File: src/sv/mnd_pkg.sv
`default_nettype none

package mnd_pkg;

  localparam int TABLE_DEPTH = 16;
  localparam int IDX_W = (TABLE_DEPTH > 1) ? $clog2(TABLE_DEPTH) : 1;

  localparam int NUM_W       = 16;
  localparam int DEN_W       = 16;
  localparam int RATE_W      = 32;
  localparam int FACTOR_W    = 8;
  localparam int COUNT_W     = 5;
  localparam int ENTRY_IDX_W = 4;
  localparam int ENTRY_W     = NUM_W + DEN_W;

  localparam int CFG_INDEX_W = 2;
  localparam int CFG_DATA_W  = 32;

  localparam int unsigned     RATE_UNIT = 10000;
  localparam longint unsigned RATE_MAX  = (64'd1 << RATE_W) - 64'd1;
  localparam longint unsigned QUOT_MAX  = RATE_MAX / RATE_UNIT;

  localparam int SCALED_W  = $clog2(QUOT_MAX + 1);
  localparam int DIVD_W    = SCALED_W + DEN_W;
  localparam int DIVR_W    = NUM_W + FACTOR_W;
  localparam int DIV_CNT_W = $clog2(DIVD_W + 1);

  // x / 10000 = ((x >> 4) * ceil(2^38 / 625)) >> 38 for any 32-bit x
  localparam int                 RATE_UNIT_SHIFT = 4;
  localparam int                 RECIP_SHIFT     = 38;
  localparam int                 RECIP_W         = 29;
  localparam logic [RECIP_W-1:0] RATE_RECIP      = 29'd439804652;
  localparam int                 SCALE_PROD_W    = RECIP_SHIFT + SCALED_W;

  localparam logic [RATE_W-1:0]      SRC_FREQ_RESET    = 32'd24000000;
  localparam logic [FACTOR_W-1:0]    RATE_FACTOR_RESET = 8'd1;
  localparam logic [COUNT_W-1:0]     ENTRIES_RESET     = '0;

  localparam logic FUNC_LOAD    = 1'b0;
  localparam logic FUNC_REQUEST = 1'b1;

  typedef enum logic [CFG_INDEX_W-1:0] {
    CFG_SRC_FREQ       = 2'd0,
    CFG_RATE_FACTOR    = 2'd1,
    CFG_ENTRIES_IN_USE = 2'd2
  } cfg_index_t;

  typedef struct packed {
    logic              start;
    logic [DIVD_W-1:0] dividend;
    logic [DIVR_W-1:0] divisor;
  } div_req_t;

  typedef struct packed {
    logic              busy;
    logic              done;
    logic [DIVD_W-1:0] quotient;
  } div_rsp_t;

  typedef struct packed {
    logic             start;
    logic             rescale;
    logic [NUM_W-1:0] num;
    logic [DEN_W-1:0] den;
  } pair_req_t;

  typedef struct packed {
    logic              busy;
    logic              done;
    logic [RATE_W-1:0] rate;
  } pair_rsp_t;

endpackage

`default_nettype wire

File: src/sv/mnd_channels.sv
`default_nettype none

interface mnd_req_if;
  logic                                valid;
  logic                                ready;
  logic                                func;
  logic [mnd_pkg::ENTRY_IDX_W-1:0]     entry_index;
  logic [mnd_pkg::NUM_W-1:0]           entry_num;
  logic [mnd_pkg::DEN_W-1:0]           entry_den;
  logic [mnd_pkg::RATE_W-1:0]          desired_rate;
  logic                                apply;

  modport source (
    output valid, func, entry_index, entry_num, entry_den, desired_rate, apply,
    input  ready
  );
  modport sink (
    input  valid, func, entry_index, entry_num, entry_den, desired_rate, apply,
    output ready
  );
endinterface

interface mnd_rsp_if;
  logic                        valid;
  logic                        ready;
  logic [mnd_pkg::RATE_W-1:0]  rounded_rate;
  logic [mnd_pkg::NUM_W-1:0]   programmed_num;
  logic [mnd_pkg::DEN_W-1:0]   programmed_den;
  logic [mnd_pkg::RATE_W-1:0]  current_rate;

  modport source (
    output valid, rounded_rate, programmed_num, programmed_den, current_rate,
    input  ready
  );
  modport sink (
    input  valid, rounded_rate, programmed_num, programmed_den, current_rate,
    output ready
  );
endinterface

`default_nettype wire

File: src/sv/mnd_table_ram.sv
`default_nettype none

module mnd_table_ram #(
  parameter int DEPTH = 16,
  parameter int WIDTH = 32,
  parameter int ADDR_W = (DEPTH > 1) ? $clog2(DEPTH) : 1
) (
  input  logic              clk,
  input  logic              we,
  input  logic [ADDR_W-1:0] waddr,
  input  logic [WIDTH-1:0]  wdata,
  input  logic [ADDR_W-1:0] raddr,
  output logic [WIDTH-1:0]  rdata
);

  logic [WIDTH-1:0] mem [DEPTH];

  always_ff @(posedge clk) begin
    if (we) begin
      mem[waddr] <= wdata;
    end
  end

  always_ff @(posedge clk) begin
    rdata <= mem[raddr];
  end

endmodule

`default_nettype wire

File: src/sv/mnd_divider.sv
`default_nettype none

module mnd_divider (
  input  logic              clk,
  input  logic              rst,
  input  mnd_pkg::div_req_t req,
  output mnd_pkg::div_rsp_t rsp
);
  import mnd_pkg::*;

  logic                 busy;
  logic                 done;
  logic [DIV_CNT_W-1:0] cnt;
  logic [DIVR_W-1:0]    rem;
  logic [DIVR_W-1:0]    divisor;
  logic [DIVD_W-1:0]    quo;
  logic [DIVR_W:0]      trial;
  logic [DIVR_W:0]      diff;
  logic                 fits;

  // one quotient bit per cycle, restoring
  always_comb begin
    trial = {rem, quo[DIVD_W-1]};
    diff  = trial - {1'b0, divisor};
    fits  = (trial >= {1'b0, divisor});
  end

  always_ff @(posedge clk) begin
    if (rst) begin
      busy <= 1'b0;
      done <= 1'b0;
      cnt  <= '0;
    end else begin
      done <= 1'b0;
      if (busy) begin
        rem <= fits ? diff[DIVR_W-1:0] : trial[DIVR_W-1:0];
        quo <= {quo[DIVD_W-2:0], fits};
        cnt <= cnt - DIV_CNT_W'(1);
        if (cnt == DIV_CNT_W'(1)) begin
          busy <= 1'b0;
          done <= 1'b1;
        end
      end else if (req.start) begin
        busy    <= 1'b1;
        cnt     <= DIV_CNT_W'(DIVD_W);
        rem     <= '0;
        quo     <= req.dividend;
        divisor <= req.divisor;
      end
    end
  end

  assign rsp.busy     = busy;
  assign rsp.done     = done;
  assign rsp.quotient = quo;

endmodule

`default_nettype wire

File: src/sv/mnd_pair_rate.sv
`default_nettype none

module mnd_pair_rate (
  input  logic                            clk,
  input  logic                            rst,
  input  logic [mnd_pkg::RATE_W-1:0]      src_freq,
  input  logic [mnd_pkg::FACTOR_W-1:0]    rate_factor,
  input  mnd_pkg::pair_req_t              req,
  output mnd_pkg::pair_rsp_t              rsp
);
  import mnd_pkg::*;

  typedef enum logic [2:0] {
    P_IDLE,
    P_SCALE,
    P_MUL,
    P_DIV_GO,
    P_DIV_WAIT,
    P_FIN
  } pstate_t;

  pstate_t                 state;
  logic                    scaled_ok;
  logic [SCALED_W-1:0]     scaled;
  logic [NUM_W-1:0]        num_q;
  logic [DEN_W-1:0]        den_q;
  logic [DIVD_W-1:0]       prod;
  logic [DIVR_W-1:0]       divr;
  logic [RATE_W-1:0]       rate;
  logic [SCALE_PROD_W-1:0] scale_prod;
  div_req_t                div_req;
  div_rsp_t                div_rsp;

  mnd_divider u_div (
    .clk (clk),
    .rst (rst),
    .req (div_req),
    .rsp (div_rsp)
  );

  // source frequency in units of 10 kHz by reciprocal multiplication
  assign scale_prod = SCALE_PROD_W'(src_freq[RATE_W-1:RATE_UNIT_SHIFT]) *
                      SCALE_PROD_W'(RATE_RECIP);

  always_comb begin
    div_req.start    = (state == P_DIV_GO);
    div_req.dividend = prod;
    div_req.divisor  = divr;
  end

  always_ff @(posedge clk) begin
    if (rst) begin
      state     <= P_IDLE;
      scaled_ok <= 1'b0;
    end else begin
      unique case (state)
        P_IDLE: begin
          if (req.start) begin
            num_q <= req.num;
            den_q <= req.den;
            state <= scaled_ok ? P_MUL : P_SCALE;
          end
        end
        P_SCALE: begin
          scaled    <= scale_prod[RECIP_SHIFT +: SCALED_W];
          scaled_ok <= 1'b1;
          state     <= P_MUL;
        end
        P_MUL: begin
          if (num_q == '0 || den_q == '0 || rate_factor == '0) begin
            rate  <= '0;
            state <= P_FIN;
          end else begin
            prod  <= DIVD_W'(scaled) * DIVD_W'(den_q);
            divr  <= DIVR_W'(num_q) * DIVR_W'(rate_factor);
            state <= P_DIV_GO;
          end
        end
        P_DIV_GO: begin
          state <= P_DIV_WAIT;
        end
        P_DIV_WAIT: begin
          if (div_rsp.done) begin
            if (div_rsp.quotient > DIVD_W'(QUOT_MAX)) begin
              rate <= RATE_W'(RATE_MAX);
            end else begin
              rate <= div_rsp.quotient[RATE_W-1:0] * RATE_W'(RATE_UNIT);
            end
            state <= P_FIN;
          end
        end
        P_FIN: begin
          state <= P_IDLE;
        end
        default: begin
          state <= P_IDLE;
        end
      endcase
      // parent changed: recompute scaled parent on next use
      if (req.rescale) begin
        scaled_ok <= 1'b0;
      end
    end
  end

  assign rsp.busy = (state != P_IDLE);
  assign rsp.done = (state == P_FIN);
  assign rsp.rate = rate;

endmodule

`default_nettype wire

File: src/sv/mn_divider_rate_select.sv
// Load transaction: the next transaction can be accepted the cycle after.
// Rate request: one rate evaluation per table entry walked plus one for the rate of the held
// pair, plus a scaling step once after reset and after each source frequency write.
// The walk is bounded by the radix-2 divider, shared by every rate evaluation.
// One transaction is in work at a time; a finished result waits in the output register.
// Reset: config registers to defaults, held pair zero; table undefined until loaded.
`default_nettype none

module mn_divider_rate_select (
  input  logic                               clk,
  input  logic                               rst,
  input  logic                               cfg_we,
  input  logic [mnd_pkg::CFG_INDEX_W-1:0]    cfg_index,
  input  logic [mnd_pkg::CFG_DATA_W-1:0]     cfg_wdata,
  mnd_req_if.sink                            request,
  mnd_rsp_if.source                          result
);
  import mnd_pkg::*;

  typedef enum logic [2:0] {
    S_IDLE,
    S_READ,
    S_EVAL,
    S_WAIT,
    S_HELD,
    S_HELD_WAIT,
    S_OUT
  } state_t;

  state_t              state;
  logic [RATE_W-1:0]   src_freq;
  logic [FACTOR_W-1:0] rate_factor;
  logic [COUNT_W-1:0]  entries_in_use;

  logic [COUNT_W-1:0]  count;
  logic [IDX_W-1:0]    idx;
  logic [RATE_W-1:0]   drate;
  logic                apply_q;
  logic [RATE_W-1:0]   rate_q;
  logic [RATE_W-1:0]   result_q;
  logic [NUM_W-1:0]    cur_num;
  logic [DEN_W-1:0]    cur_den;
  logic [NUM_W-1:0]    last_num;
  logic [DEN_W-1:0]    last_den;
  logic [NUM_W-1:0]    held_num;
  logic [DEN_W-1:0]    held_den;
  logic [RATE_W-1:0]   current_q;

  logic                accept;
  logic                load_ok;
  logic [COUNT_W-1:0]  count_next;
  logic [ENTRY_W-1:0]  rd_word;
  logic [NUM_W-1:0]    rd_num;
  logic [DEN_W-1:0]    rd_den;
  logic                last_entry;
  logic                nearer_up;
  pair_req_t           pair_req;
  pair_rsp_t           pair_rsp;

  assign accept  = request.valid && request.ready;
  assign load_ok = (32'(request.entry_index) < TABLE_DEPTH);
  assign count_next = (entries_in_use > COUNT_W'(TABLE_DEPTH)) ?
                      COUNT_W'(TABLE_DEPTH) : entries_in_use;
  assign rd_num = rd_word[ENTRY_W-1:DEN_W];
  assign rd_den = rd_word[DEN_W-1:0];
  assign last_entry = ((COUNT_W'(idx) + COUNT_W'(1)) == count);
  assign nearer_up  = ((drate - rate_q) > (pair_rsp.rate - drate));

  mnd_table_ram #(
    .DEPTH (TABLE_DEPTH),
    .WIDTH (ENTRY_W)
  ) u_table (
    .clk   (clk),
    .we    (accept && request.func == FUNC_LOAD && load_ok),
    .waddr (request.entry_index[IDX_W-1:0]),
    .wdata ({request.entry_num, request.entry_den}),
    .raddr (idx),
    .rdata (rd_word)
  );

  always_comb begin
    pair_req.rescale = cfg_we && (cfg_index == CFG_SRC_FREQ);
    pair_req.start   = (state == S_EVAL) || (state == S_HELD);
    pair_req.num     = (state == S_EVAL) ? rd_num : held_num;
    pair_req.den     = (state == S_EVAL) ? rd_den : held_den;
  end

  mnd_pair_rate u_pair (
    .clk         (clk),
    .rst         (rst),
    .src_freq    (src_freq),
    .rate_factor (rate_factor),
    .req         (pair_req),
    .rsp         (pair_rsp)
  );

  assign request.ready = (state == S_IDLE);

  always_ff @(posedge clk) begin
    if (rst) begin
      src_freq       <= SRC_FREQ_RESET;
      rate_factor    <= RATE_FACTOR_RESET;
      entries_in_use <= ENTRIES_RESET;
    end else if (cfg_we) begin
      unique case (cfg_index)
        CFG_SRC_FREQ:       src_freq       <= cfg_wdata[RATE_W-1:0];
        CFG_RATE_FACTOR:    rate_factor    <= cfg_wdata[FACTOR_W-1:0];
        CFG_ENTRIES_IN_USE: entries_in_use <= cfg_wdata[COUNT_W-1:0];
        default: ;
      endcase
    end
  end

  always_ff @(posedge clk) begin
    if (rst) begin
      state        <= S_IDLE;
      held_num     <= '0;
      held_den     <= '0;
      result.valid <= 1'b0;
    end else begin
      if (result.valid && result.ready && state != S_OUT) begin
        result.valid <= 1'b0;
      end
      unique case (state)
        S_IDLE: begin
          if (accept && request.func == FUNC_REQUEST) begin
            drate   <= request.desired_rate;
            apply_q <= request.apply;
            count   <= count_next;
            idx     <= '0;
            rate_q  <= '0;
            if (count_next == '0) begin
              result_q <= '0;
              state    <= S_HELD;
            end else begin
              state <= S_READ;
            end
          end
        end
        S_READ: begin
          state <= S_EVAL;
        end
        S_EVAL: begin
          last_num <= cur_num;
          last_den <= cur_den;
          cur_num  <= rd_num;
          cur_den  <= rd_den;
          state    <= S_WAIT;
        end
        S_WAIT: begin
          if (pair_rsp.done) begin
            if (pair_rsp.rate > drate) begin
              if (idx == '0) begin
                result_q <= pair_rsp.rate;
                if (apply_q) begin
                  held_num <= cur_num;
                  held_den <= cur_den;
                end
              end else begin
                result_q <= nearer_up ? pair_rsp.rate : rate_q;
                if (apply_q) begin
                  held_num <= last_num;
                  held_den <= last_den;
                end
              end
              state <= S_HELD;
            end else if (last_entry) begin
              result_q <= pair_rsp.rate;
              if (apply_q) begin
                held_num <= cur_num;
                held_den <= cur_den;
              end
              state <= S_HELD;
            end else begin
              rate_q <= pair_rsp.rate;
              idx    <= idx + IDX_W'(1);
              state  <= S_READ;
            end
          end
        end
        S_HELD: begin
          state <= S_HELD_WAIT;
        end
        S_HELD_WAIT: begin
          if (pair_rsp.done) begin
            current_q <= pair_rsp.rate;
            state     <= S_OUT;
          end
        end
        S_OUT: begin
          if (!result.valid || result.ready) begin
            result.valid          <= 1'b1;
            result.rounded_rate   <= result_q;
            result.programmed_num <= held_num;
            result.programmed_den <= held_den;
            result.current_rate   <= current_q;
            state                 <= S_IDLE;
          end
        end
        default: begin
          state <= S_IDLE;
        end
      endcase
    end
  end

  a_pair_start_idle: assert property (@(posedge clk) disable iff (rst)
    pair_req.start |-> !pair_rsp.busy)
    else $error("rate unit started while busy");

  a_walk_in_range: assert property (@(posedge clk) disable iff (rst)
    state == S_READ |-> (COUNT_W'(idx) < count))
    else $error("table walk beyond entries in use");

  a_result_from_out: assert property (@(posedge clk) disable iff (rst)
    $rose(result.valid) |-> $past(state) == S_OUT)
    else $error("result raised outside output state");

  a_held_on_apply: assert property (@(posedge clk) disable iff (rst)
    !$stable(held_num) |-> ($past(state) == S_WAIT && $past(apply_q)))
    else $error("held numerator changed without apply");

endmodule

`default_nettype wire

File: src/flat_wrapper.sv
// flat-port wrapper written by rule: the top's interface ports become plain ports
module mn_divider_rate_select_flat import mnd_pkg::*;
  (clk, rst, cfg_we, cfg_index, cfg_wdata, request_valid, request_func, request_entry_index, request_entry_num, request_entry_den, request_desired_rate, request_apply, request_ready, result_valid, result_rounded_rate, result_programmed_num, result_programmed_den, result_current_rate, result_ready);
  mnd_req_if request_i ();
  mnd_rsp_if result_i ();
  input  logic clk;
  input  logic rst;
  input  logic cfg_we;
  input  logic [mnd_pkg::CFG_INDEX_W-1:0] cfg_index;
  input  logic [mnd_pkg::CFG_DATA_W-1:0] cfg_wdata;
  input wire logic [$bits(request_i.valid)-1:0] request_valid;
  input wire logic [$bits(request_i.func)-1:0] request_func;
  input wire logic [$bits(request_i.entry_index)-1:0] request_entry_index;
  input wire logic [$bits(request_i.entry_num)-1:0] request_entry_num;
  input wire logic [$bits(request_i.entry_den)-1:0] request_entry_den;
  input wire logic [$bits(request_i.desired_rate)-1:0] request_desired_rate;
  input wire logic [$bits(request_i.apply)-1:0] request_apply;
  output wire logic [$bits(request_i.ready)-1:0] request_ready;
  output wire logic [$bits(result_i.valid)-1:0] result_valid;
  output wire logic [$bits(result_i.rounded_rate)-1:0] result_rounded_rate;
  output wire logic [$bits(result_i.programmed_num)-1:0] result_programmed_num;
  output wire logic [$bits(result_i.programmed_den)-1:0] result_programmed_den;
  output wire logic [$bits(result_i.current_rate)-1:0] result_current_rate;
  input wire logic [$bits(result_i.ready)-1:0] result_ready;
  assign request_i.valid = request_valid;
  assign request_i.func = request_func;
  assign request_i.entry_index = request_entry_index;
  assign request_i.entry_num = request_entry_num;
  assign request_i.entry_den = request_entry_den;
  assign request_i.desired_rate = request_desired_rate;
  assign request_i.apply = request_apply;
  assign request_ready = request_i.ready;
  assign result_valid = result_i.valid;
  assign result_rounded_rate = result_i.rounded_rate;
  assign result_programmed_num = result_i.programmed_num;
  assign result_programmed_den = result_i.programmed_den;
  assign result_current_rate = result_i.current_rate;
  assign result_i.ready = result_ready;
  mn_divider_rate_select u_core (.clk(clk), .rst(rst), .cfg_we(cfg_we), .cfg_index(cfg_index), .cfg_wdata(cfg_wdata), .request(request_i), .result(result_i));
endmodule
File: config.mk
export PLATFORM = sky130hd
export DESIGN_NAME = mn_divider_rate_select_flat
export DESIGN_NICKNAME = d
export VERILOG_FILES = /design/src/sv/mnd_pkg.sv /design/src/sv/mnd_channels.sv /design/src/sv/mnd_table_ram.sv /design/src/sv/mnd_divider.sv /design/src/sv/mnd_pair_rate.sv /design/src/sv/mn_divider_rate_select.sv /design/src/flat_wrapper.sv
export SDC_FILE = /design/constraint.sdc
export NUM_CORES = 2
export LEC_CHECK = 0
export BUFFER_PORTS_ARGS = -buffer_cell sky130_fd_sc_hd__buf_2
export CORE_ASPECT_RATIO = 0.6
export CORE_MARGIN = 3
export CORE_UTILIZATION = 65
export CTS_CLUSTER_SIZE = 8
export DETAILED_ROUTE_END_ITERATION = 6
export GPL_TIMING_DRIVEN = 0
export PLACE_DENSITY = 0.81
export SLEW_MARGIN = 20
export SYNTH_ARGS = -nofsm -noshare
export SYNTH_HDL_FRONTEND = slang
export SYNTH_HIERARCHICAL = 1
export SYNTH_SLANG_ARGS = --single-unit
File: constraint.sdc
create_clock -name clk -period 22.9 [get_ports clk]
set_clock_uncertainty 0.15 [all_clocks]
set_input_delay 2.29 -clock clk [delete_from_list [all_inputs] [get_ports clk]]
set_output_delay 2.29 -clock clk [all_outputs]
set_load 0.02 [all_outputs]
# --- Word level (Yosys, flattened, before mapping) ---
# Memories as Yosys holds them, arrays and structs flattened. A register that Yosys moved wholly into a read port is not among the register bits.
# Index checks and enable logic that the tools add are counted.
totals:
  memories: 1
  input_bits: 109
  regBits: 616
  mem_bits_rw: 512
  word_cells: 191
  output_inout_bits: 98
classes:
  order_cmp: 5
  n_eq_ne: 28
  mux: 64
  n_bitwise: 4
  n_reduce_logical: 43
  n_addsub: 6
  n_mul: 4
mem_list:
  columns: ["name", "words", "word_bits", "rd", "rd_clocked_by_memory_dff", "write_ports", "line", "rtl"]
  rows:
  - ["u_core.u_table.mem", 16, 32, 1, 1, 1, "mnd_table_ram.sv:16", "logic [WIDTH-1:0] mem [DEPTH];"]
ops:
  columns: ["op", "count"]
  rows:
  - ["$mux W32", 14]
  - ["$mux W16", 12]
  - ["$pmux W32 S2", 3]
  - ["$mux W24", 3]
  - ["$mux W35", 2]
  - ["$gt A32 B32 Y1", 2]
  - ["$sub A32 B32 Y32", 2]
  - ["$mul A28 B27 Y55 const B", 1]
  - ["$gt A35 B19 Y1 const B", 1]
  - ["$mul A19 B16 Y35", 1]
  - ["$logic_not A16 Y1", 2]
  - ["$mul A32 B10 Y28 const B", 1]
  - ["$mux W3", 10]
  - ["$ge A25 B24 Y1", 1]
  - ["$mul A16 B8 Y24", 1]
  - ["$sub A24 B24 Y24", 1]
  - ["$pmux W3 S7", 1]
  - ["$reduce_and A3 Y1", 6]
  - ["$mux W4", 4]
  - ["$eq A3 B3 Y1 const B", 5]
  - ["$pmux W3 S5", 1]
  - ["$reduce_and A2 Y1", 7]
  - ["$eq A3 B2 Y1 const B", 4]
  - ["$mux W6", 2]
  - ["31 further kinds", 67]

# --- Depth between registers and ports, before layout ---
depth:
  word_depth: 7
  ltp_mapped: 25
  depth_no_buf: 23

# --- Cells and area by module ---
# The synthesis kept the hierarchy.
modules_own_cells:
  columns: ["module", "seq_area_each_um2", "area_per_inst_um2", "instances", "cells_each"]
  rows:
  - ["mnd_pair_rate", 4254.1, 35833.1, 1, 3671]
  - ["mnd_table_ram", 16015.4, 19835.3, 1, 838]
  - ["mn_divider_rate_select", 10570.1, 18305.1, 1, 1526]
  - ["mnd_divider", 2652.5, 5048.6, 1, 431]

# --- Worst setup path before layout ---
# OpenSTA, ideal clock, no wires.
synth_timing:
  kind: "input -> register"
  from: "in rst"
  to: "reg u_core.u_pair.divr[0] (enable)"
  required_time_ps: 22122
  arrival_time_ps: 8090
  path_slack_ps: 14032
  setup_ps: 628
  n_path_buf: 0
  path_stages: 1
  cell_sequence: "nor4_1"
synth_between:
  elab_chain_len: 2
synth_lines:
  columns: ["item", "line", "rtl"]
  rows:
  - ["start: declaration", "flat_wrapper.sv:7", "input logic rst;"]
  - ["$not A1 Y1 (no source line)", null, null]
  - ["$reduce_and A3 Y1 (no source line)", null, null]
  - ["end signal: assignment", "mnd_pair_rate.sv:75", "divr <= DIVR_W'(num_q) * DIVR_W'(rate_factor);"]
  - ["end: declaration", "mnd_pair_rate.sv:28", "logic [DIVR_W-1:0] divr;"]
# Every way passes these cells.
# A chain may end at the register's enable or synchronous reset.

# --- Worst setup path after layout ---
layout_timing:
  from: "reg u_core.src_freq[13]"
  to: "reg u_core.u_pair.scaled[18] (data pin)"
layout_between:
  elab_chain_len: 1
layout_lines:
  columns: ["item", "line", "rtl"]
  rows:
  - ["start: declaration", "mn_divider_rate_select.sv:31", "logic [RATE_W-1:0] src_freq;"]
  - ["start signal: assignment", "mn_divider_rate_select.sv:106", "CFG_SRC_FREQ: src_freq <= cfg_wdata[RATE_W-1:0];"]
  - ["$mul A28 B27 Y55", "mnd_pair_rate.sv:42", "assign scale_prod = SCALE_PROD_W'(src_freq[RATE_W-1:RATE_UNIT_SHIFT]) *"]
  - ["net u_core.u_pair.scale_prod[56]", "mnd_pair_rate.sv:30", "logic [SCALE_PROD_W-1:0] scale_prod;"]
  - ["end signal: assignment", "mnd_pair_rate.sv:65", "scaled <= scale_prod[RECIP_SHIFT +: SCALED_W];"]
  - ["end: declaration", "mnd_pair_rate.sv:24", "logic [SCALED_W-1:0] scaled;"]
# The timed path passes the listed nets, and every way through them passes these cells.

==> impl_metrics.tcl <==
set metrics [dict create \
    status "finished, final reports clean" \
    clkTransAtPathRegs_ps 60 \
    std_cell_rows 98 \
    nature_of_the_critical_path_startpoint "flip-flop" \
    hpwlAfterDp_mm 163.3 \
    via_per_inst 6.185 \
    finalSetupTns_ps 0 \
    horizontal_die_dimension_um 455.7 \
    grt_pass1_vias 54100 \
    cts_num_sinks 1153 \
    syn-mean-instance-area_sq_um 12.23 \
    crit_required_ps 23290 \
    syn_warnings 6 \
    cts.repair_timing.setup_buffer_count 0 \
    post_drt_wl_per_cell_um 25.69 \
    post_cts_resize_count 0 \
    area_delta_synth_final_pct 11.40 \
    timing.setup.critical_path_class "flip-flop to flip-flop" \
    port-buffer-count 206 \
    routed_wirelength_mm 220.2 \
    drive_above_1_share 0.1237 \
    timing.final.max_slew_violations 0 \
    part_of_the_cycle_the_worst_path_needs 0.3940 \
    maximum_number_of_pins_on_one_net_before_global_route_repair 42 \
    detail_route.first_pass.iterations 6 \
    path_cells "ha_1 -> inv_1 -> fa_1 -> inv_1 -> fa_1 -> inv_1 -> fa_1 -> inv_1 -> fa_1 -> fa_1 -> inv_1 -> fa_1 -> inv_1 -> ha_1 -> and4_2 -> and3_1 -> nand2_1 -> nor4_1 -> o21ai_1 -> o31ai_1 -> a221oi_1 -> nor2b_1 -> xnor2_1" \
    design.core.area_sq_mm 0.1198 \
    clock_tree_from_tritoncts "done" \
    finalHoldViolCount 0 \
    sequential_cell_area_sq_mm 0.03341 \
    grt.overflow.total 0 \
    max_cap_violations 0 \
    critical_path.slowest_cell "o31ai_1" \
    multiInputGateArea_sq_mm 0.03992 \
    end_kind "flip-flop" \
    slew_headroom 0.1999 \
    clk-insertion-delay-late_ps 790 \
    setup_ws_pre_cts_ps 14310 \
    number_of_cts_inserted_buffers 163 \
    finalWorstSetupSlack_ps 13880 \
    finalSetupViolations 0 \
    timing_worst_slew_pin_value_ps 1200 \
    netlist_instances 6448 \
    gpl.final_weighted_congestion 1.030 \
    floorplan.die_area_sq_mm 0.1257 \
    hp-class "flip-flop to flip-flop" \
    num_io_pins 207 \
    start_util 0.6585 \
    cts_htree_levels 4 \
    die_height_um 275.8 \
    final_nets 8349 \
    critPathMaxFanout 9 \
    post_synthesis_cell_area_sq_mm 0.07888 \
    cts-root-to-sink-buffers 3 \
    grt.total_usage 0.3557 \
    first_iter_violations 6314 \
    wire_length_of_the_first_global_routing_pass_mm 333.0 \
    critPathArrivalTime_ps 9410 \
    filler_instances 7691 \
    worst_path_largest_cell_delay_ps 860 \
    max_freq_ghz 0.1108 \
    finalWorstPathRequiredPeriod_ps 9022 \
    grt_setup_unrepaired "false" \
    number_of_hold_repair_buffers_added_at_the_cts_stage 0 \
    detailroute.via_count 53000 \
    route.antenna.remaining_nets 0 \
    net_count_of_the_mapped_netlist 7913 \
    remaining_drc_errors 0 \
    grt_antenna_before_repair 18 \
    clock_tree.root_cell "clkbuf_16" \
]
metal layers:
layer	part of all wire	routed length (um)	track usage	vias to the layer above
li1	-	-	-	22630
met1	0.39	86730	0.4952	26140
met2	0.42	93030	0.5083	3619
met3	0.15	32040	0.1422	602
met4	0.037	8116	0.1275	16
met5	0.0011	253	0.01051	-
cell type report:
type,count,area share
flip-flops and latches,1153,0.3802
well taps,1600,0.02278
plain buffers,201,0.01102
inverters,1272,0.05434
repair buffers,271,0.02308
clock inverters,18,0.004770
diodes,8,0.0002278
clock buffers,225,0.04918
multi-input cells,3822,0.4543
critical path, delay by kind of cell (launching register included):
family | cells | cell delay, ps
adders and majority gates | 8 | 3960
and+or+nand+nor | 5 | 1630
AOI/OAI and AO/OA | 3 | 1540
DFF | 1 | 720
buffers and inverters | 6 | 470
xor gates and xnor gates | 1 | 320
state kept, by name, summed over array words and instances, names as in the netlist, 19 cells and up:
register                     count
u_core/u_table/mem             512
u_core/u_pair/prod              35
u_core/u_pair/u_div/quo         35
u_core/current_q                32
u_core/drate                    32
u_core/rate_q                   32
u_core/result.current_rate      32
u_core/result.rounded_rate      32
u_core/result_q                 32
u_core/u_table/rdata            32
u_core/u_pair/rate              29
u_core/src_freq                 28
u_core/u_pair/divr              24
u_core/u_pair/u_div/divisor     24
u_core/u_pair/u_div/rem         24
u_core/u_pair/scaled            19
per-stage QoR:
stage	utilization	cell area (sq um)	hold WS, ps	std cells
after floorplan	-	78880	250.3	6448
after global placement	0.6838	81910	251.0	8254
after detailed placement	0.6937	83100	254.5	8319
after CTS	0.7333	87840	263.6	8562
after global routing	0.7334	87860	270.5	8567
final	0.7335	87870	260.5	8570
cells in the final DEF (no fill, tap or decap), types with 16 or more instances in the layout:
master,count
inv_1,1271
edfxtp_1,1032
fa_1,714
ha_1,642
nand2_1,539
buf_2,239
a21oi_1,224
and2_1,195
clkbuf_1,189
clkbuf_16,163
nor2_1,130
mux4_2,128
dfxtp_1,121
xnor2_1,108
nand3_1,99
a21o_1,90
o21ai_0,81
xor2_1,70
mux2_2,66
a22oi_1,66
mux2i_1,45
o21ai_1,44
buf_4,37
o21a_1,35
a21oi_2,34
nor3_1,33
nand2b_1,32
nor2b_1,31
nand4_1,31
o211ai_2,31
a211oi_1,26
buf_16,20
o21bai_1,19
nor4_1,19
buf_1,18
a31oi_1,18
and3_1,16
final timing paths:
check,to,cells after the start,slack (ps),startpoint
max reg2reg,u_core/u_pair/scaled[18],23,13880,u_core/src_freq[13]
min reg2reg,u_core/result.rounded_rate[17],0,260,u_core/result_q[17]
max,u_core/u_pair/scaled[18],23,13880,u_core/src_freq[13]
min,u_core/result.rounded_rate[17],0,260,u_core/result_q[17]
Power is left out: the tool's default activity adds up to more than one toggle a clock period on the data nets, which glitch-free logic cannot reach.
